**src/hw/rtl/rfsg_pkg.sv**
```systemverilog
// Shared types, constants and helper functions for the rectangle fill frame generator.
// Used by every module under hw/rtl; depends on nothing else.

package rfsg_pkg;

    // Screen size in pixels.
    localparam int SCREEN_WIDTH  = 320;
    localparam int SCREEN_HEIGHT = 480;

    // Field and state widths.
    localparam int COORD_W   = 16;
    localparam int COLOUR_W  = 24;
    localparam int PIXCNT_W  = 24;
    localparam int HDR_W     = 4;
    localparam int BYTE_W    = 8;

    // Depth of the queue between the front and back parts.
    localparam int QUEUE_DEPTH = 2;
    localparam int QPTR_W      = (QUEUE_DEPTH > 1) ? $clog2(QUEUE_DEPTH) : 1;
    localparam int QCNT_W      = $clog2(QUEUE_DEPTH + 1);

    // Display commands.
    localparam logic [BYTE_W-1:0] CMD_COLUMN_SET   = 8'h2A;
    localparam logic [BYTE_W-1:0] CMD_ROW_SET      = 8'h2B;
    localparam logic [BYTE_W-1:0] CMD_MEMORY_WRITE = 8'h2C;

    // Operation codes of an input item.
    localparam logic OP_START = 1'b0;
    localparam logic OP_STEP  = 1'b1;

    // Header frame positions; HDR_PIXELS marks the pixel phase.
    localparam logic [HDR_W-1:0] HDR_COL_CMD      = 4'd0;
    localparam logic [HDR_W-1:0] HDR_COL_FIRST_HI = 4'd1;
    localparam logic [HDR_W-1:0] HDR_COL_FIRST_LO = 4'd2;
    localparam logic [HDR_W-1:0] HDR_COL_LAST_HI  = 4'd3;
    localparam logic [HDR_W-1:0] HDR_COL_LAST_LO  = 4'd4;
    localparam logic [HDR_W-1:0] HDR_ROW_CMD      = 4'd5;
    localparam logic [HDR_W-1:0] HDR_ROW_FIRST_HI = 4'd6;
    localparam logic [HDR_W-1:0] HDR_ROW_FIRST_LO = 4'd7;
    localparam logic [HDR_W-1:0] HDR_ROW_LAST_HI  = 4'd8;
    localparam logic [HDR_W-1:0] HDR_ROW_LAST_LO  = 4'd9;
    localparam logic [HDR_W-1:0] HDR_MEM_CMD      = 4'd10;
    localparam logic [HDR_W-1:0] HDR_PIXELS       = 4'd11;

    // Status reported for a start item.
    typedef enum logic [1:0] {
        STATUS_NONE,
        STATUS_ACCEPTED,
        STATUS_RANGE,
        STATUS_BUSY
    } status_t;

    // Colour component being sent within a pixel.
    typedef enum logic [1:0] {
        COMP_RED,
        COMP_GREEN,
        COMP_BLUE
    } comp_t;

    // One input item.
    typedef struct packed {
        logic               operation;
        logic [COORD_W-1:0] rect_x;
        logic [COORD_W-1:0] rect_y;
        logic [COORD_W-1:0] rect_width;
        logic [COORD_W-1:0] rect_height;
        logic [BYTE_W-1:0]  red;
        logic [BYTE_W-1:0]  green;
        logic [BYTE_W-1:0]  blue;
    } item_t;

    // One result item.
    typedef struct packed {
        logic              frame_valid;
        logic              data_flag;
        logic [BYTE_W-1:0] payload;
        logic              end_of_burst;
        logic              job_done;
        status_t           start_status;
    } result_t;

    // Classified item as it sits in the queue.
    typedef struct packed {
        logic                is_step;
        logic                in_range;
        logic [COORD_W-1:0]  col_first;
        logic [COORD_W-1:0]  col_last;
        logic [COORD_W-1:0]  row_first;
        logic [COORD_W-1:0]  row_last;
        logic [COORD_W-1:0]  width;
        logic [COORD_W-1:0]  height;
        logic [COLOUR_W-1:0] colour;
    } job_t;

    // A 9-bit display frame.
    typedef struct packed {
        logic              data_flag;
        logic [BYTE_W-1:0] payload;
    } frame_t;

    // Frame for one header position of the window setup sequence.
    function automatic frame_t header_frame(
        input logic [HDR_W-1:0]   idx,
        input logic [COORD_W-1:0] col_first,
        input logic [COORD_W-1:0] col_last,
        input logic [COORD_W-1:0] row_first,
        input logic [COORD_W-1:0] row_last
    );
        frame_t f;
        f.data_flag = 1'b1;
        f.payload   = CMD_MEMORY_WRITE;
        unique case (idx)
            HDR_COL_CMD:
            begin
                f.data_flag = 1'b0;
                f.payload   = CMD_COLUMN_SET;
            end
            HDR_COL_FIRST_HI: f.payload = col_first[15:8];
            HDR_COL_FIRST_LO: f.payload = col_first[7:0];
            HDR_COL_LAST_HI:  f.payload = col_last[15:8];
            HDR_COL_LAST_LO:  f.payload = col_last[7:0];
            HDR_ROW_CMD:
            begin
                f.data_flag = 1'b0;
                f.payload   = CMD_ROW_SET;
            end
            HDR_ROW_FIRST_HI: f.payload = row_first[15:8];
            HDR_ROW_FIRST_LO: f.payload = row_first[7:0];
            HDR_ROW_LAST_HI:  f.payload = row_last[15:8];
            HDR_ROW_LAST_LO:  f.payload = row_last[7:0];
            default:
            begin
                f.data_flag = 1'b0;
                f.payload   = CMD_MEMORY_WRITE;
            end
        endcase
        return f;
    endfunction

endpackage

```
**src/hw/rtl/rect_fill_spi_frame_generator_top.sv**
```systemverilog
// Top level of the rectangle fill frame generator for a 9-bit SPI display link.
// Depends on rfsg_pkg, rfsg_front, rfsg_queue and rfsg_back.
//
//   Channel   Direction  Handshake                  Payload
//   item      in         item_valid / item_stall    rfsg_pkg::item_t
//   result    out        result_valid / result_stall rfsg_pkg::result_t
//
// One item is taken per cycle while item_stall is low and gives one result; the item
// is held in a queue entry before its result is written to the output register.
// The two-entry queue between front and back absorbs items while result_stall
// is high; item_stall rises when that queue is full.
// Reset leaves the generator idle with the queue and output register empty.

module rect_fill_spi_frame_generator_top (
    input  logic              clk,
    input  logic              rst_n,
    input  logic              item_valid,
    output logic              item_stall,
    input  rfsg_pkg::item_t   item,
    output logic              result_valid,
    input  logic              result_stall,
    output rfsg_pkg::result_t result
);

    logic           queue_full;
    logic           push;
    rfsg_pkg::job_t push_job;
    logic           pop;
    logic           job_valid;
    rfsg_pkg::job_t job;

    rfsg_front u_front (
        .item       (item),
        .item_valid (item_valid),
        .item_stall (item_stall),
        .queue_full (queue_full),
        .push       (push),
        .job        (push_job)
    );

    rfsg_queue u_queue (
        .clk       (clk),
        .rst_n     (rst_n),
        .push      (push),
        .push_job  (push_job),
        .full      (queue_full),
        .pop       (pop),
        .job_valid (job_valid),
        .job       (job)
    );

    rfsg_back u_back (
        .clk          (clk),
        .rst_n        (rst_n),
        .job_valid    (job_valid),
        .job          (job),
        .pop          (pop),
        .result       (result),
        .result_valid (result_valid),
        .result_stall (result_stall)
    );

endmodule

```
**src/hw/rtl/rfsg_front.sv**
```systemverilog
// Front part: takes input items, checks start rectangles against the screen and clips them.
// Depends on rfsg_pkg; feeds rfsg_queue.

module rfsg_front (
    input  rfsg_pkg::item_t item,
    input  logic            item_valid,
    output logic            item_stall,
    input  logic            queue_full,
    output logic            push,
    output rfsg_pkg::job_t  job
);

    localparam logic [rfsg_pkg::COORD_W-1:0] SCR_W =
        rfsg_pkg::COORD_W'(rfsg_pkg::SCREEN_WIDTH);
    localparam logic [rfsg_pkg::COORD_W-1:0] SCR_H =
        rfsg_pkg::COORD_W'(rfsg_pkg::SCREEN_HEIGHT);

    logic [rfsg_pkg::COORD_W:0]   x_span;
    logic [rfsg_pkg::COORD_W:0]   y_span;
    logic [rfsg_pkg::COORD_W-1:0] width_clip;
    logic [rfsg_pkg::COORD_W-1:0] height_clip;

    // A transfer goes straight into the queue whenever it has room.
    assign item_stall = queue_full;
    assign push       = item_valid && !queue_full;

    // Clip the rectangle at the right and bottom screen edges.
    assign x_span = {1'b0, item.rect_x} + {1'b0, item.rect_width};
    assign y_span = {1'b0, item.rect_y} + {1'b0, item.rect_height};

    assign width_clip  = (x_span > {1'b0, SCR_W}) ? (SCR_W - item.rect_x) : item.rect_width;
    assign height_clip = (y_span > {1'b0, SCR_H}) ? (SCR_H - item.rect_y) : item.rect_height;

    // Build the queue entry.
    always_comb
    begin
        job.is_step   = (item.operation == rfsg_pkg::OP_STEP);
        job.in_range  = (item.rect_x < SCR_W) && (item.rect_y < SCR_H) &&
                        (item.rect_width != '0) && (item.rect_height != '0);
        job.col_first = item.rect_x;
        job.col_last  = item.rect_x + width_clip - rfsg_pkg::COORD_W'(1);
        job.row_first = item.rect_y;
        job.row_last  = item.rect_y + height_clip - rfsg_pkg::COORD_W'(1);
        job.width     = width_clip;
        job.height    = height_clip;
        job.colour    = {item.red, item.green, item.blue};
    end

endmodule

```
**src/hw/rtl/rfsg_queue.sv**
```systemverilog
// Short register queue between the front and back parts.
// Depends on rfsg_pkg for the entry type and depth.

module rfsg_queue (
    input  logic           clk,
    input  logic           rst_n,
    input  logic           push,
    input  rfsg_pkg::job_t push_job,
    output logic           full,
    input  logic           pop,
    output logic           job_valid,
    output rfsg_pkg::job_t job
);

    localparam logic [rfsg_pkg::QPTR_W-1:0] LAST_PTR =
        rfsg_pkg::QPTR_W'(rfsg_pkg::QUEUE_DEPTH - 1);
    localparam logic [rfsg_pkg::QCNT_W-1:0] DEPTH_CNT =
        rfsg_pkg::QCNT_W'(rfsg_pkg::QUEUE_DEPTH);

    rfsg_pkg::job_t                entry_reg [rfsg_pkg::QUEUE_DEPTH];
    logic [rfsg_pkg::QPTR_W-1:0]   wr_ptr_reg;
    logic [rfsg_pkg::QPTR_W-1:0]   wr_ptr_next;
    logic [rfsg_pkg::QPTR_W-1:0]   rd_ptr_reg;
    logic [rfsg_pkg::QPTR_W-1:0]   rd_ptr_next;
    logic [rfsg_pkg::QCNT_W-1:0]   count_reg;
    logic [rfsg_pkg::QCNT_W-1:0]   count_next;

    assign full      = (count_reg == DEPTH_CNT);
    assign job_valid = (count_reg != '0);
    assign job       = entry_reg[rd_ptr_reg];

    // Pointer and fill count updates.
    always_comb
    begin
        wr_ptr_next = wr_ptr_reg;
        rd_ptr_next = rd_ptr_reg;
        count_next  = count_reg;
        if (push)
        begin
            wr_ptr_next = (wr_ptr_reg == LAST_PTR) ? '0 : wr_ptr_reg + 1'b1;
        end
        if (pop)
        begin
            rd_ptr_next = (rd_ptr_reg == LAST_PTR) ? '0 : rd_ptr_reg + 1'b1;
        end
        if (push && !pop)
        begin
            count_next = count_reg + 1'b1;
        end
        else if (pop && !push)
        begin
            count_next = count_reg - 1'b1;
        end
    end

    always_ff @(posedge clk or negedge rst_n)
    begin
        if (!rst_n)
        begin
            wr_ptr_reg <= '0;
            rd_ptr_reg <= '0;
            count_reg  <= '0;
        end
        else
        begin
            wr_ptr_reg <= wr_ptr_next;
            rd_ptr_reg <= rd_ptr_next;
            count_reg  <= count_next;
        end
    end

    // Entry storage needs no reset.
    always_ff @(posedge clk)
    begin
        if (push)
        begin
            entry_reg[wr_ptr_reg] <= push_job;
        end
    end

endmodule

```
**src/hw/rtl/rfsg_back.sv**
```systemverilog
// Back part: holds the job state, carries out queued items and drives the result register.
// Depends on rfsg_pkg; takes entries from rfsg_queue.

module rfsg_back (
    input  logic             clk,
    input  logic             rst_n,
    input  logic             job_valid,
    input  rfsg_pkg::job_t   job,
    output logic             pop,
    output rfsg_pkg::result_t result,
    output logic             result_valid,
    input  logic             result_stall
);

    logic                             busy_reg;
    logic                             busy_next;
    logic [rfsg_pkg::HDR_W-1:0]       header_index_reg;
    logic [rfsg_pkg::HDR_W-1:0]       header_index_next;
    logic [rfsg_pkg::COORD_W-1:0]     col_first_reg;
    logic [rfsg_pkg::COORD_W-1:0]     col_last_reg;
    logic [rfsg_pkg::COORD_W-1:0]     row_first_reg;
    logic [rfsg_pkg::COORD_W-1:0]     row_last_reg;
    logic [rfsg_pkg::COLOUR_W-1:0]    fill_colour_reg;
    logic [rfsg_pkg::PIXCNT_W-1:0]    pixels_left_reg;
    logic [rfsg_pkg::PIXCNT_W-1:0]    pixels_left_next;
    rfsg_pkg::comp_t                  component_reg;
    rfsg_pkg::comp_t                  component_next;
    logic                             load_job;
    logic [2*rfsg_pkg::COORD_W-1:0]   area;
    logic                             out_ready;
    logic                             result_valid_reg;
    logic                             result_valid_next;
    rfsg_pkg::result_t                result_reg;
    rfsg_pkg::result_t                result_next;
    rfsg_pkg::frame_t                 hdr;

    // The result register takes a new transfer when empty or being drained.
    assign out_ready         = !result_valid_reg || !result_stall;
    assign pop               = job_valid && out_ready;
    assign result_valid_next = out_ready ? job_valid : result_valid_reg;
    assign result_valid      = result_valid_reg;
    assign result            = result_reg;

    // Pixel count of the clipped rectangle.
    assign area = job.width * job.height;

    assign hdr = rfsg_pkg::header_frame(header_index_reg, col_first_reg, col_last_reg,
                                        row_first_reg, row_last_reg);

    // Execute the item at the head of the queue.
    always_comb
    begin
        busy_next         = busy_reg;
        header_index_next = header_index_reg;
        pixels_left_next  = pixels_left_reg;
        component_next    = component_reg;
        load_job          = 1'b0;
        result_next       = '0;

        if (!job.is_step)
        begin
            if (busy_reg)
            begin
                result_next.start_status = rfsg_pkg::STATUS_BUSY;
            end
            else if (!job.in_range)
            begin
                result_next.start_status = rfsg_pkg::STATUS_RANGE;
            end
            else
            begin
                result_next.start_status = rfsg_pkg::STATUS_ACCEPTED;
                load_job          = 1'b1;
                busy_next         = 1'b1;
                header_index_next = rfsg_pkg::HDR_COL_CMD;
                component_next    = rfsg_pkg::COMP_RED;
                pixels_left_next  = rfsg_pkg::PIXCNT_W'(area - 1'b1);
            end
        end
        else if (busy_reg)
        begin
            result_next.frame_valid = 1'b1;
            if (header_index_reg < rfsg_pkg::HDR_PIXELS)
            begin
                // Window setup and memory write command.
                result_next.data_flag    = hdr.data_flag;
                result_next.payload      = hdr.payload;
                result_next.end_of_burst = (header_index_reg == rfsg_pkg::HDR_COL_LAST_LO) ||
                                           (header_index_reg == rfsg_pkg::HDR_ROW_LAST_LO);
                header_index_next        = header_index_reg + 1'b1;
            end
            else
            begin
                // Pixel data, one colour component per frame.
                result_next.data_flag = 1'b1;
                case (component_reg)
                    rfsg_pkg::COMP_RED:
                    begin
                        result_next.payload = fill_colour_reg[23:16];
                        component_next      = rfsg_pkg::COMP_GREEN;
                    end
                    rfsg_pkg::COMP_GREEN:
                    begin
                        result_next.payload = fill_colour_reg[15:8];
                        component_next      = rfsg_pkg::COMP_BLUE;
                    end
                    default:
                    begin
                        result_next.payload = fill_colour_reg[7:0];
                        component_next      = rfsg_pkg::COMP_RED;
                        if (pixels_left_reg == '0)
                        begin
                            result_next.end_of_burst = 1'b1;
                            result_next.job_done     = 1'b1;
                            busy_next                = 1'b0;
                            header_index_next        = rfsg_pkg::HDR_COL_CMD;
                        end
                        else
                        begin
                            pixels_left_next = pixels_left_reg - 1'b1;
                        end
                    end
                endcase
            end
        end
    end

    // Control state.
    always_ff @(posedge clk or negedge rst_n)
    begin
        if (!rst_n)
        begin
            busy_reg         <= 1'b0;
            header_index_reg <= rfsg_pkg::HDR_COL_CMD;
            pixels_left_reg  <= '0;
            component_reg    <= rfsg_pkg::COMP_RED;
            result_valid_reg <= 1'b0;
        end
        else
        begin
            result_valid_reg <= result_valid_next;
            if (pop)
            begin
                busy_reg         <= busy_next;
                header_index_reg <= header_index_next;
                pixels_left_reg  <= pixels_left_next;
                component_reg    <= component_next;
            end
        end
    end

    // Job window, colour and result payload.
    always_ff @(posedge clk)
    begin
        if (pop)
        begin
            result_reg <= result_next;
        end
        if (pop && load_job)
        begin
            col_first_reg   <= job.col_first;
            col_last_reg    <= job.col_last;
            row_first_reg   <= job.row_first;
            row_last_reg    <= job.row_last;
            fill_colour_reg <= job.colour;
        end
    end

endmodule
```
**config.mk**
```make
export PLATFORM = sky130hd
export DESIGN_NAME = rect_fill_spi_frame_generator_top
export DESIGN_NICKNAME = d
export VERILOG_FILES = /design/src/hw/rtl/rfsg_pkg.sv /design/src/hw/rtl/rect_fill_spi_frame_generator_top.sv /design/src/hw/rtl/rfsg_front.sv /design/src/hw/rtl/rfsg_queue.sv /design/src/hw/rtl/rfsg_back.sv
export SDC_FILE = /design/constraint.sdc
export NUM_CORES = 1
export LEC_CHECK = 0
export BUFFER_PORTS_ARGS = -buffer_cell sky130_fd_sc_hd__buf_2
export CAP_MARGIN = 15
export CORE_UTILIZATION = 46
export CTS_CLUSTER_DIAMETER = 150
export DETAILED_ROUTE_END_ITERATION = 16
export GPL_TIMING_DRIVEN = 1
export HOLD_SLACK_MARGIN = 0.06
export PLACE_DENSITY_LB_ADDON = 0.3
export SYNTH_ARGS = -nofsm -noshare
export SYNTH_HDL_FRONTEND = slang
export SYNTH_HIERARCHICAL = 1
export SYNTH_SLANG_ARGS = --single-unit
```
**constraint.sdc**
```tcl
create_clock -name clk -period 10 [get_ports clk]
set_clock_uncertainty 0.05 [all_clocks]
set_input_delay 0.5 -clock clk [delete_from_list [all_inputs] [get_ports clk]]
set_output_delay 0.5 -clock clk [all_outputs]
set_load 0.05 [all_outputs]
```
* After elaboration in Yosys (flattened, before gate mapping)
Memory sizes are Yosys's and may differ from the RTL's. Index checks and enable logic that the tools add are counted.
Storage, ports and cells: flip-flop bits (word level) 138, bits in writable memories 244, input port bits 93, word-level logic and storage cells 138, memories 1
Memories:
- u_queue.entry_reg | words 2, bits a word 122, rd ports 1, clocked after memory_dff 0, write ports 1, line rfsg_queue.sv:20 | rfsg_pkg::job_t entry_reg [rfsg_pkg::QUEUE_DEPTH];
Cells by class: add/sub/neg operators 15, $mul 1, magnitude comparators 5, equality and inequality tests 18, muxes and demuxes 47, bitwise logic cells 2, reductions and logical operators 30
Operator list (count):
- $mux W24 | 7
- $pmux W8 S10 | 1
- $sub A24 B1 Y24 const B | 2
- $add A16 B16 Y17 | 2
- $gt A17 B9 Y1 const B | 2
- $add A16 B16 Y16 | 2
- $lt A16 B9 Y1 const B | 2
- $mux W16 | 2
- $reduce_bool A16 Y1 | 2
- $sub A16 B1 Y16 const B | 2
- $sub A9 B16 Y16 const A | 2
- $mux W4 | 7
- $logic_not A24 Y1 | 1
- $mul A16 B16 Y24 | 1
- $mux W2 | 11
- $eq A4 B3 Y1 const B | 4
- $pmux W8 S2 | 1
- $mux W1 | 15
- $mux W12 | 1
- $mux W10 | 1
- $eq A4 B2 Y1 const B | 2
- $eq A4 B4 Y1 const B | 2
- $logic_and A1 B1 Y1 | 8
- $ne A2 B2 Y1 const B | 4
- other kinds (24) | 34

* Longest topological paths before layout
depth after elaboration 7, gate-level depth with buffers 26, depth with buffers taken out 24

* Cells and area by module
The synthesis kept the hierarchy.
Modules (own cells, without submodules):
- rfsg_back | times used 1, cells each 1361, area an instance 13400.4 um^2
- rfsg_queue | times used 1, cells each 396, area an instance 9282.7 um^2
- rfsg_front | times used 1, cells each 732, area an instance 5138.7 um^2

* Least setup slack after synthesis
Ideal clock, no wire load.
path type in2reg, start input port item_valid, end memory u_queue/entry_reg[0][0] (netlist name), enable pin, library setup time 0.619 ns, arrival 6.144 ns, data required time 9.331 ns, path slack 3.187 ns, stages on the path 2, buffers on the path 0, cell sequence nor2b_1 > nor2b_1
Between the ends: cells in the longest elaborated chain, start to end 3
RTL lines:
- start: declaration | line rect_fill_spi_frame_generator_top.sv:17 | input logic item_valid,
- $logic_and A1 B1 Y1 | line rfsg_front.sv:25 | assign push = item_valid && !queue_full;
- $mux W1 | line rfsg_queue.sv:75 | if (push)
- $mux W1 (implied by the code) | line rfsg_queue.sv:77 | entry_reg[wr_ptr_reg] <= push_job;
- end: declaration | line rfsg_queue.sv:20
No other way between the ends.

==> results.sh <==
export IMPL_status="finished, final reports clean"
export IMPL_syn_to_final_growth_pct=7.69
export IMPL_rsz0062_at_grt="false"
export IMPL_cp_start_kind="flip-flop"
export IMPL_cp_cell_sequence="buf_4 -> mux2_4 -> nand2_1 -> fa_1 -> inv_1 -> ha_1 -> fa_1 -> fa_1 -> fa_1 -> inv_1 -> fa_1 -> inv_1 -> ha_1 -> a211oi_1 -> o211ai_1 -> a22oi_1 -> nand2_1 -> o41ai_1 -> xnor2_1 -> a221oi_1"
export IMPL_start_util_pct=46.9
export IMPL_yosysSeqAreaShare_pct=40.6
export IMPL_ys_types=82
export IMPL_largest_reg_flops=244
export IMPL_multi_input_area_sq_um=14100
export IMPL_slowest_stage="dfrtp_4"
export IMPL_wl_per_cell_um=19.8
export IMPL_crit_path_max_incr_delay_ns=0.93
export IMPL_cts_htree_levels=2
export IMPL_cts_buffer_depth=3
export IMPL_report_final_slew_viol_count=0
export IMPL_synthArstFlopShare_pct=9.42
export IMPL_ant_nets=0
export IMPL_hp_class="in -> reg"
export IMPL_ys_flop_type="edfxtp_1"
export IMPL_post_cts_resized_instances=0
export IMPL_dpl_cell_count=3241
export IMPL_finalSetupTns_ns=0
export IMPL_fmaxAchievable_ghz=0.136
export IMPL_cp_max_fo=42
export IMPL_cts_root_buf="clkbuf_16"
export IMPL_cts_num_sinks=382
export IMPL_post_route_drc_count=0
export IMPL_cts_tree="done"
export IMPL_stdcell_count=3330
export IMPL_critPathMostFrequentCell="fa_1"
export IMPL_drv_cap=0
export IMPL_numPortBuffers=108
export IMPL_routed_wl_um=66000
export IMPL_whs_ns=0.0910
export IMPL_drtPass1Iterations=5
export IMPL_hold_viol_final=0
export IMPL_die_w_um=248
export IMPL_crit_buf_inv=4
export IMPL_fillers=5226
export IMPL_antenna_cells=0
export IMPL_place_gp_congestion=0.898
export IMPL_crit_required_ns=10.41
export IMPL_grt_max_degree=76
export IMPL_syn_area_sq_um=27800
export IMPL_vias_per_cell=5.49
export IMPL_rows=89
export IMPL_fp_dieH_um=248
export IMPL_grt_overflow=0
export IMPL_core_area_sq_um=59400
export IMPL_min_period_ns=7.33
export IMPL_period_share_pct=73.3
export IMPL_die_area_sq_um=61500
export IMPL_finalNetCount=2968
export IMPL_synth_seq_cells=382
export IMPL_dp_hpwl_um=49000
export IMPL_worst_pin_slew_ns=1.09
export IMPL_ios=109
export IMPL_synth_fp_nets=2932
export IMPL_seq_area_sq_um=11300
export IMPL_vias=18300
export IMPL_synthCells=2489
export IMPL_synth_area_per_cell_sq_um=11.2
export IMPL_crit_path_end_kind="flip-flop"
export IMPL_drtIter0Drc=1354
export IMPL_grt_pass1_wl_um=103000
export IMPL_clk_latency_ns=0.56
export IMPL_antenna_found_initial=0
export IMPL_critical_path_top_delay_family="adder cells"
export IMPL_setup_viol=0
export IMPL_yosys_warnings=6
export IMPL_critPathKind="reg -> reg"
export IMPL_layout_drive_gt1_share_pct=13.7
export IMPL_path_clk_slew_ns=0.06
export IMPL_synth_edf_count=346
export IMPL_max_slew_margin_pct=25.1
export IMPL_track_usage_pct=21.6
export IMPL_numCtsBuffers=40
export IMPL_worstPathArrival_ns=7.74
export IMPL_grt_pass1_vias=18400
cell usage in the layout (no fill, tap or decap), drive strengths merged, types with 36 or more instances in the layout:
master  synthesis  routed
and2           93      93
fa            185     185
ha            165     165
mux2i          41      41
clkbuf         54      52
buf            88     121
o21ai          72      72
nor3           40      40
a21oi          66      66
nor2           95      95
edfxtp        346     346
xnor2          82      82
nand2         202     202
mux2          138     138
nand3          46      46
dfrtp          36      36
inv           408     410
what timing repair did:
action / 4_1_cts / 5_1_grt
endpoints found under the hold margin: 64 / 0
hold buffers: 15 / 0
setup buffers: 0 / 0
area by class of cell:
| class | instances | share of cell area [%] |
|---|---|---|
| sequential | 382 | 37.7 |
| multi-input combinational | 1556 | 47.2 |
| clock buffer | 52 | 3.52 |
| clock inverter | 22 | 0.568 |
| tap | 773 | 3.23 |
| inverter | 409 | 5.13 |
| timing repair buffer | 136 | 2.63 |
stage by stage:
step / worst slack [ns] / cell area (sq um) / utilization (%)
finish: 2.67 / 30000 / 50.5
global placement: 2.79 / 28600 / 48.2
global route: 2.23 / 30000 / 50.5
detailed placement: 2.67 / 28600 / 48.2
floorplan: 3.19 / 27800 / -
CTS: 2.64 / 30000 / 50.5
final timing paths:
kind | start | endpoint | slack (ns) | cells past startpoint
max | u_queue/rd_ptr_reg$_DFFE_PN0P_ | u_back/pixels_left_reg[23]$_DFFE_PN0P_ | 2.67 | 20
max reg2reg | u_queue/rd_ptr_reg$_DFFE_PN0P_ | u_back/pixels_left_reg[23]$_DFFE_PN0P_ | 2.67 | 20
min | item[18] | u_queue/entry_reg[0][18]$_DFFE_PP_ | 0.09 | 1
min in group asynchronous | rst_n | u_queue/wr_ptr_reg$_DFFE_PN0P_ | 0.55 | 2
min reg2reg | u_queue/count_reg[1]$_DFFE_PN0P_ | u_queue/count_reg[1]$_DFFE_PN0P_ | 0.43 | 1
max in group asynchronous | rst_n | u_queue/rd_ptr_reg$_DFFE_PN0P_ | 8.71 | 2
routing by layer:
| layer | wire length (um) | track usage [%] | share of wire, % |
|---|---|---|---|
| met5 | 0 | 0 | 0 |
| met4 | 1260 | 5.00 | 1.9 |
| met2 | 31100 | 35.8 | 47 |
| met3 | 3190 | 2.11 | 4.8 |
| met1 | 30500 | 30.6 | 46 |
kinds of logic after synthesis:
group                    count (synthesis)  share of synthesized area [%]
AND/OR/NAND/NOR                        587                           10.5
buffers and inverters                  551                           8.64
flip-flops                             382                           40.6
adder cells (fa/ha/maj)                350                           20.7
AO/OA/AOI/OAI                          334                           8.22
multiplexers                           179                           8.02
XOR/XNOR                               106                           3.34
Yosys cell counts, types with 9 or more instances:
library cell / n / share of area [%]
a21o_1: 18 / 0.49
nor2_1: 94 / 1.3
a21oi_1: 65 / 1.2
nand3_1: 46 / 0.83
edfxtp_1: 346 / 37
o2111ai_1: 9 / 0.28
buf_2: 13 / 0.23
nor4_1: 20 / 0.45
xor2_1: 24 / 0.76
a22oi_1: 15 / 0.40
buf_6: 11 / 0.45
o21ai_0: 66 / 1.2
a221oi_1: 13 / 0.41
a211oi_1: 12 / 0.32
buf_4: 60 / 1.6
mux2_4: 71 / 3.8
clkbuf_1: 54 / 0.73
fa_1: 185 / 13
and3_1: 13 / 0.29
nor3_1: 39 / 0.70
xnor2_1: 82 / 2.6
o211ai_1: 10 / 0.27
o22ai_1: 11 / 0.25
mux2_2: 67 / 2.7
and2_1: 93 / 2.1
nand2_1: 202 / 2.7
inv_1: 408 / 5.5
nor2b_1: 12 / 0.27
a31oi_1: 20 / 0.45
dfrtp_1: 36 / 3.2
o21bai_1: 12 / 0.32
nand4_1: 14 / 0.31
ha_1: 165 / 7.4
mux2i_1: 41 / 1.5
worst reg2reg max path, cell delays in order, from the launching register on:
cell and delay [ns]:
dfrtp_4 0.93, buf_4 0.64, mux2_4 0.41, nand2_1 0.13, fa_1 0.56, inv_1 0.05
ha_1 0.29, fa_1 0.53, fa_1 0.52, fa_1 0.54, inv_1 0.05, fa_1 0.53
inv_1 0.04, ha_1 0.38, a211oi_1 0.30, o211ai_1 0.16, a22oi_1 0.23, nand2_1 0.14
o41ai_1 0.35, xnor2_1 0.12, a221oi_1 0.29
Power is left out: the tool's default activity adds up to more than one toggle a clock period on the data nets, which glitch-free logic cannot reach.
